$ cat config.mk
export PLATFORM = sky130hd
export DESIGN_NAME = periodic_autocorrelation_check
export DESIGN_NICKNAME = d
export VERILOG_FILES = /design/src/hw/rtl/pac_pkg.sv /design/src/hw/rtl/periodic_autocorrelation_check.sv /design/src/hw/rtl/pac_corr_lane.sv
export SDC_FILE = /design/constraint.sdc
export NUM_CORES = 1
export LEC_CHECK = 0
export BUFFER_PORTS_ARGS = -buffer_cell sky130_fd_sc_hd__buf_4
export CORE_MARGIN = 3
export CORE_UTILIZATION = 52
export CTS_CLUSTER_DIAMETER = 120
export CTS_CLUSTER_SIZE = 24
export DETAILED_ROUTE_END_ITERATION = 8
export GPL_ROUTABILITY_DRIVEN = 0
export HOLD_SLACK_MARGIN = 0.15
export PLACE_DENSITY = 0.68
export SLEW_MARGIN = 20
export SYNTH_ARGS = -nofsm -noshare
export SYNTH_HDL_FRONTEND = slang
export SYNTH_SLANG_ARGS = --single-unit
$ cat constraint.sdc
create_clock -name i_clk -period 8.01 [get_ports i_clk]
set_clock_uncertainty 0.2 [all_clocks]
set_input_delay 1.602 -clock i_clk [delete_from_list [all_inputs] [get_ports i_clk]]
set_output_delay 1.602 -clock i_clk [all_outputs]
set_load 0.005 [all_outputs]
$ cat src/hw/rtl/pac_pkg.sv
`default_nettype none
// ----------------------------------------------------------------------------
// pac_pkg
// Shared constants for the periodic autocorrelation check.
// ----------------------------------------------------------------------------
package pac_pkg;

    localparam int unsigned CAND_W      = 28;
    localparam int unsigned BOUND_W     = 5;
    localparam int unsigned SEQ_LEN_DEF = 30;

    localparam logic [BOUND_W-1:0] BOUND_RST = 5'd2;

endpackage : pac_pkg
`default_nettype wire

$ cat src/hw/rtl/periodic_autocorrelation_check.sv
`default_nettype none
// ----------------------------------------------------------------------------
// periodic_autocorrelation_check
// Tests candidate sequences against a bound on their periodic sidelobes.
// ----------------------------------------------------------------------------
// The block takes one candidate request per clock cycle while o_in_stall is
// low and returns one result per request, in order. The three register stages
// are the input register, the per-shift mismatch counts and the result
// register; all shifts are evaluated in parallel, one counting lane per shift.
// Each stage moves on its own when the next one is free, so an idle slot is
// filled even while a result waits. The bound register is written with
// i_cfg_we and should only change while no request is in flight.
// ----------------------------------------------------------------------------
module periodic_autocorrelation_check
    import pac_pkg::*;
#(
    parameter int unsigned SEQ_LEN = SEQ_LEN_DEF
) (
    input  wire logic               i_clk,
    input  wire logic               i_rst_n,

    input  wire logic               i_cfg_we,
    input  wire logic [BOUND_W-1:0] i_cfg_wdata,

    input  wire logic               i_in_valid,
    output logic                    o_in_stall,
    input  wire logic [CAND_W-1:0]  i_candidate,

    output logic                    o_out_valid,
    input  wire logic               i_out_stall,
    output logic                    o_passes,
    output logic      [CAND_W-1:0]  o_candidate_echo
);

    localparam int unsigned CNT_W = $clog2(SEQ_LEN);
    localparam int unsigned DIF_W = CNT_W + 2;
    localparam int unsigned MAG_W = (DIF_W > BOUND_W) ? DIF_W : BOUND_W;

    logic [BOUND_W-1:0] r_bound;

    logic               r_s1_valid;
    logic [CAND_W-1:0]  r_s1_cand;
    logic               r_s2_valid;
    logic [CAND_W-1:0]  r_s2_cand;
    logic [CNT_W-1:0]   r_s2_mis [1:SEQ_LEN-1];
    logic [CNT_W-1:0]   n_s2_mis [1:SEQ_LEN-1];
    logic               r_out_valid;
    logic               r_out_passes;
    logic [CAND_W-1:0]  r_out_cand;
    logic               n_out_passes;

    logic               out_ready;
    logic               s2_ready;
    logic               s1_ready;
    logic [SEQ_LEN-1:1] elem;

    assign out_ready  = !r_out_valid || !i_out_stall;
    assign s2_ready   = !r_s2_valid || out_ready;
    assign s1_ready   = !r_s1_valid || s2_ready;
    assign o_in_stall = !s1_ready;

    assign o_out_valid      = r_out_valid;
    assign o_passes         = r_out_passes;
    assign o_candidate_echo = r_out_cand;

    always_ff @(posedge i_clk) begin
        if (!i_rst_n) begin
            r_bound <= BOUND_RST;
        end else if (i_cfg_we) begin
            r_bound <= i_cfg_wdata;
        end
    end

    // Entry one is fixed at +1; entries past the candidate width read as -1.
    assign elem[1] = 1'b1;
    for (genvar k = 2; k < SEQ_LEN; k++) begin : g_elem
        if (k - 2 < CAND_W) begin : g_bit
            assign elem[k] = r_s1_cand[k-2];
        end else begin : g_low
            assign elem[k] = 1'b0;
        end
    end

    for (genvar t = 1; t < SEQ_LEN; t++) begin : g_lane
        pac_corr_lane #(
            .SEQ_LEN (SEQ_LEN),
            .SHIFT   (t),
            .CNT_W   (CNT_W)
        ) u_lane (
            .i_elem     (elem),
            .o_mismatch (n_s2_mis[t])
        );
    end

    // Each sum equals (SEQ_LEN - 2) minus twice the mismatch count.
    always_comb begin
        logic signed [DIF_W-1:0] dif;
        logic        [DIF_W-1:0] mag;
        n_out_passes = 1'b1;
        for (int t = 1; t < SEQ_LEN; t++) begin
            dif = $signed(DIF_W'(SEQ_LEN - 2)) - $signed({1'b0, r_s2_mis[t], 1'b0});
            mag = dif[DIF_W-1] ? DIF_W'(-dif) : DIF_W'(dif);
            if (MAG_W'(mag) > MAG_W'(r_bound)) begin
                n_out_passes = 1'b0;
            end
        end
    end

    always_ff @(posedge i_clk) begin
        if (!i_rst_n) begin
            r_s1_valid  <= 1'b0;
            r_s2_valid  <= 1'b0;
            r_out_valid <= 1'b0;
        end else begin
            if (s1_ready) begin
                r_s1_valid <= i_in_valid;
            end
            if (s2_ready) begin
                r_s2_valid <= r_s1_valid;
            end
            if (out_ready) begin
                r_out_valid <= r_s2_valid;
            end
        end
    end

    always_ff @(posedge i_clk) begin
        if (s1_ready && i_in_valid) begin
            r_s1_cand <= i_candidate;
        end
        if (s2_ready && r_s1_valid) begin
            r_s2_cand <= r_s1_cand;
            r_s2_mis  <= n_s2_mis;
        end
        if (out_ready && r_s2_valid) begin
            r_out_cand   <= r_s2_cand;
            r_out_passes <= n_out_passes;
        end
    end

endmodule : periodic_autocorrelation_check
`default_nettype wire

$ cat src/hw/rtl/pac_corr_lane.sv
`default_nettype none
// ----------------------------------------------------------------------------
// pac_corr_lane
// Counts the sign mismatches between the sequence and its copy rotated
// right by one fixed shift, over all pairs where neither entry is zero.
// ----------------------------------------------------------------------------
module pac_corr_lane #(
    parameter int unsigned SEQ_LEN = 30,
    parameter int unsigned SHIFT   = 1,
    parameter int unsigned CNT_W   = $clog2(SEQ_LEN)
) (
    input  wire logic [SEQ_LEN-1:1] i_elem,
    output logic      [CNT_W-1:0]   o_mismatch
);

    always_comb begin
        o_mismatch = '0;
        for (int j = 1; j < SEQ_LEN; j++) begin
            if (j != SHIFT) begin
                o_mismatch = o_mismatch
                    + CNT_W'(i_elem[j] ^ i_elem[(j + SEQ_LEN - SHIFT) % SEQ_LEN]);
            end
        end
    end

endmodule : pac_corr_lane
`default_nettype wire

# Word level (Yosys, flattened, before mapping)
# Cells that the tools add are included.
[totals] register_bits=233 wordCells=1323 latchBits=0 inputBits=38 memories=0 out_inout_bits=31 mem_bits_ro=0 mem_bits_rw=0
[op_classes] n_mul=0 addsub=812 div=0 n_reduce_logical=12 n_eq_ne=0 n_bitwise=406 magnitude_cmp=28 n_shift=0 n_mux=29
[op_table] operator="$add A5 B5 Y5" count=702
[op_table] operator="$xor A1 B1 Y1" count=378
[op_table] operator="$gt A7 B5 Y1" count=28
[op_table] operator="$mux W7" count=28
[op_table] operator="$neg A7 Y7" count=28
[op_table] operator="$sub A5 B6 Y7 const A" count=28
[op_table] operator="$add A1 B5 Y5" count=27
[op_table] operator="$add A5 B1 Y5" count=26
[op_table] operator="$not A1 Y1" count=28
[op_table] operator="$reduce_or A28 Y1" count=1
[op_table] operator="$logic_not A1 Y1" count=5
[op_table] operator="$logic_and A1 B1 Y1" count=3
[op_table] operator="$logic_or A1 B1 Y1" count=3
[op_table] operator="$add A1 B1 Y2" count=1
[op_table] operator="$mux W1" count=1

# Longest topological paths before layout
[depth] word_depth=28 mapped_depth=20 mapped_depth_nobuf=18

# By module
# A second synthesis with hierarchy kept.
[unflattened] hier_cells=4216 hier_area_um2=42771.0
[modules_own_cells] module="pac_corr_lane at g_lane[10].u_lane ..." n_inst=17 area_each_um2=940.9 cells_each=94
[modules_own_cells] module="periodic_autocorrelation_check" n_inst=1 area_each_um2=15939.0 cells_each=1535
[modules_own_cells] module="pac_corr_lane at g_lane[20].u_lane ..." n_inst=8 area_each_um2=942.2 cells_each=93
[modules_own_cells] module="pac_corr_lane at g_lane[27].u_lane ..." n_inst=2 area_each_um2=944.7 cells_each=97
[modules_own_cells] module="pac_corr_lane at g_lane[25].u_lane" n_inst=1 area_each_um2=938.4 cells_each=94
[modules_own_cells] module="pac_corr_lane at g_lane[15].u_lane" n_inst=1 area_each_um2=471.7 cells_each=51

# Worst setup path after synthesis
# Ideal clock, no wire load.
[synth_timing] kind="input -> register" start="input port i_out_stall" end="register r_s2_cand[0], enable pin" t_arrival_ns=6.548 slack_ns=0.675 path_stages=2 setup_time_ns=0.587 path_cell_list="and3_1 nor2b_1"
[synth_via] elab_chain_len=4
[synth_rtl] item="start: declaration" line="periodic_autocorrelation_check.sv:30" rtl="input wire logic i_out_stall,"
[synth_rtl] item="$logic_not A1 Y1" line="periodic_autocorrelation_check.sv:57" rtl="assign out_ready = !r_out_valid || !i_out_stall;"
[synth_rtl] item="$logic_or A1 B1 Y1" line="periodic_autocorrelation_check.sv:57"
[synth_rtl] item="$logic_or A1 B1 Y1" line="periodic_autocorrelation_check.sv:58" rtl="assign s2_ready = !r_s2_valid || out_ready;"
[synth_rtl] item="$logic_and A1 B1 Y1" line="periodic_autocorrelation_check.sv:131" rtl="if (s2_ready && r_s1_valid) begin"
[synth_rtl] item="end signal: assignment" line="periodic_autocorrelation_check.sv:132" rtl="r_s2_cand <= r_s1_cand;"
[synth_rtl] item="end: declaration" line="periodic_autocorrelation_check.sv:44" rtl="logic [CAND_W-1:0] r_s2_cand;"
# No other way between the ends.
# A chain may end at the register's enable or synchronous reset.

# Worst setup path after layout
[layout_timing] start="register r_s1_cand[7]" end="register r_s2_mis[139] (netlist bit) (data pin)"
[layout_via] elab_chain_len=22 word_cells_on_any_way=23 classes_between="add/sub: 21; bitwise: 2"
[layout_rtl] item="start: declaration" line="periodic_autocorrelation_check.sv:42" rtl="logic [CAND_W-1:0] r_s1_cand;"
[layout_rtl] item="start signal: assignment" line="periodic_autocorrelation_check.sv:129" rtl="r_s1_cand <= i_candidate;"
[layout_rtl] item="$xor A1 B1 Y1" line="pac_corr_lane.sv:21" rtl="+ CNT_W'(i_elem[j] ^ i_elem[(j + SEQ_LEN - SHIFT) % SEQ_LEN]);"
[layout_rtl] item="$add A5 B5 Y5 (2 in series)" line="pac_corr_lane.sv:21"
[layout_rtl] item="$add A5 B5 Y5 * (19 in series)" line="pac_corr_lane.sv:21"
[layout_rtl] item="named net g_lane[2].u_lane.o_mismatch[4]" line="pac_corr_lane.sv:13" rtl="output logic [CNT_W-1:0] o_mismatch"
[layout_rtl] item="end signal: assignment" line="periodic_autocorrelation_check.sv:133" rtl="r_s2_mis <= n_s2_mis;"
[layout_rtl] item="end: declaration" line="periodic_autocorrelation_check.sv:45" rtl="logic [CNT_W-1:0] r_s2_mis [1:SEQ_LEN-1];"
# Mark *: on every way through the listed nets, which the timed path passes. The rest lies on a longest branch.

==> results.json <==
{
  "path_buf_inv": 5,
  "worst_slew_pin_slew_ns": 1.06,
  "cts_buffer_depth": 2,
  "synth_cells": 2175,
  "r2r_slack_ns": 1.59,
  "place_inst": 2756,
  "fin_nets": 2773,
  "cts_root_buf": "clkbuf_16",
  "relSlewSlack": 0.290,
  "antenna_found_initial": 0,
  "holdCritStartpoint": "r_s2_cand[24]$_DFFE_PP_",
  "slowest_stage": "edfxtp_1",
  "report.final.slew_viol_count": 0,
  "htreeDepth": 4,
  "cp.arrival_ns": 6.46,
  "layout_commonest_cell": "inv_1",
  "grt_max_degree": 68,
  "final_cell_mix": "inv_1, fa_1, xnor2_1, ha_1, xor2_1",
  "final_cells": 2788,
  "synth_cell_types": 65,
  "ant_nets": 0,
  "yosysWarnings": 0,
  "clk_latency_ns": 0.49,
  "hp-class": "reg2reg",
  "drt-wirelength-per-cell_um": 21.1,
  "drc": 0,
  "r2r_end": "r_s2_mis[139]$_DFFE_PP_",
  "path_max_fanout": 14,
  "synth_edf_count": 164,
  "synth_seq_cells": 172,
  "hold_viol_final": 0,
  "dpl.hpwl_um": 43900,
  "maxCapViolCount": 0,
  "start_util": 0.534,
  "portBuffers": 68,
  "avgSynthCellArea_um2": 10.7,
  "grt_first_pass_wirelength_um": 93600,
  "min_to": "o_candidate_echo[24]$_DFFE_PP_",
  "cp_common_cell": "fa_1",
  "postCtsSetupBuffers": 0,
  "clock_sinks": 172,
  "setup-violations-final": 0,
  "wirelength_um": 58900,
  "drive_above_1_share": 0.0749,
  "outcome": "completed",
  "grt-ovfl-total": 0,
  "die_area_um2": 47400,
  "grt_use_total": 0.260,
  "hold_buffers": 0,
  "core_um2": 43600,
  "synth_fp_nets": 2758,
  "min_period_ns": 6.42,
  "cts-resized-gates": 0,
  "synthArstFlopShare": 0,
  "rows": 76,
  "diodes": 0,
  "clkTransAtPathRegs_ns": 0.08,
  "pin_count": 69,
  "vias": 15500,
  "drt_iter0_drc": 978,
  "area_growth_pct": 7.72,
  "min_delay_path_depth": 0,
  "min_period_over_period": 0.802,
  "tritoncts": "done",
  "die_h_um": 218,
  "numCtsBuffers": 17,
  "die_w_um": 218,
  "ys_seq_area_frac": 0.218,
  "r2r-start": "r_s1_cand[7]$_DFFE_PP_",
  "cp_top_family": "adder cells",
  "tns_ns": 0,
  "syn-cell-area_um2": 23300,
  "drtPass1Iterations": 5,
  "cp-start-kind": "flop",
  "synth_top_flop_cell": "edfxtp_1",
  "max_freq_mhz": 156,
  "grt_pass1_vias": 16500,
  "rsz0062_at_grt": "no",
  "cp-end-kind": "flop",
  "crit_chain": "buf_4 -> xor2_1 -> inv_1 -> fa_1 -> inv_1 -> fa_1 -> fa_1 -> fa_1 -> fa_1 -> fa_1 -> inv_1 -> fa_1 -> inv_1 -> fa_1 -> a21o_1 -> a21oi_1 -> xnor2_1",
  "worst_path_largest_cell_delay_ns": 1.05,
  "avgViaCountPerCell": 5.57,
  "crit_type": "reg2reg",
  "worstPathRequired_ns": 8.04,
  "r2r_cells": 17
}
worst register-to-register path: cells and delay by family (launching register included):
kind                     cells  cell delay, ns
adder cells (fa/ha/maj)      8            3.49
flip-flops                   1            1.05
buffers and inverters        5            0.73
XOR/XNOR                     2            0.36
AO/OA/AOI/OAI                2            0.36
cells in the mapped netlist (9+ instances only):
cell type,count,area share
inv_1,337,0.054
fa_1,306,0.26
xnor2_1,299,0.11
ha_1,239,0.13
xor2_1,166,0.062
edfxtp_1,164,0.21
a21oi_1,84,0.018
clkbuf_1,64,0.010
nand2_1,54,0.0087
buf_1,52,0.0084
a21o_1,43,0.014
o21ai_0,41,0.0088
nor2_1,38,0.0061
nand3_1,27,0.0058
a31oi_1,26,0.0070
nand4_1,17,0.0046
a211oi_1,15,0.0048
nand2b_1,15,0.0040
nor2b_1,14,0.0038
o211ai_1,13,0.0042
mux2_2,12,0.0058
nor4_1,11,0.0030
o22ai_1,11,0.0030
nor3_1,9,0.0019
o31ai_1,9,0.0029
worst max path at each step:
stage                           start                      end  slack (ns)  cells after the start
4_1_cts        r_s1_cand[7]$_DFFE_PP_  r_s2_mis[139]$_DFFE_PP_        1.58                     17
6_report       r_s1_cand[7]$_DFFE_PP_  r_s2_mis[139]$_DFFE_PP_        1.59                     17
3_5_place_dp   r_s1_cand[7]$_DFFE_PP_  r_s2_mis[139]$_DFFE_PP_        1.60                     17
5_1_grt        r_s1_cand[7]$_DFFE_PP_  r_s2_mis[139]$_DFFE_PP_        1.27                     17
2_1_floorplan             i_out_stall   r_s2_cand[0]$_DFFE_PP_        0.68                      2
3_3_place_gp   r_s1_cand[7]$_DFFE_PP_  r_s2_mis[139]$_DFFE_PP_        1.68                     17
final cells by class:
type | instances | area (um2)
fillers | 3660 | 18500
multi-input cells | 1548 | 16500
flip-flops and latches | 172 | 5080
inverters | 337 | 1260
repair buffers | 114 | 893
well taps | 585 | 732
clock buffers | 17 | 425
clock inverters | 15 | 173
per-stage QoR:
stage	util	hold WS, ns	setup WS (ns)	instance area [um2]
finish	0.575	0.219	1.59	25100
global route	0.575	0.230	1.27	25100
CTS	0.575	0.219	1.58	25100
detailed placement	0.561	0.205	1.60	24500
global placement	0.561	0.201	1.68	24500
floorplan	-	0.200	0.675	23300
cells by family (layout without fill, tap and decap cells):
kind of cell / Yosys count / in the layout / share of synthesized area
fa+ha+maj: 545 / 545 / 0.391
xor+xnor: 465 / 465 / 0.175
buf+inv: 455 / 483 / 0.0737
compound gates: 285 / 285 / 0.0782
simple gates: 236 / 236 / 0.0558
flops: 172 / 172 / 0.218
mux: 17 / 17 / 0.00795
registers in the layout, indices dropped and copies added (netlist names), 5 cells and up:
signal            flops
r_s1_cand            28
r_s2_mis             79
o_candidate_echo     28
r_s2_cand            28
r_bound               5
metal layers:
metal  up-vias  track usage  share of wire
met5         -            0              0
met2       461        0.427           0.48
met4         0       0.0994          0.033
met3       106       0.0401          0.057
li1       7117            -              -
met1      7842        0.351           0.43
Power is not shown: default switching activity piles up to over one toggle a cycle in this logic, so the estimate is an artifact.
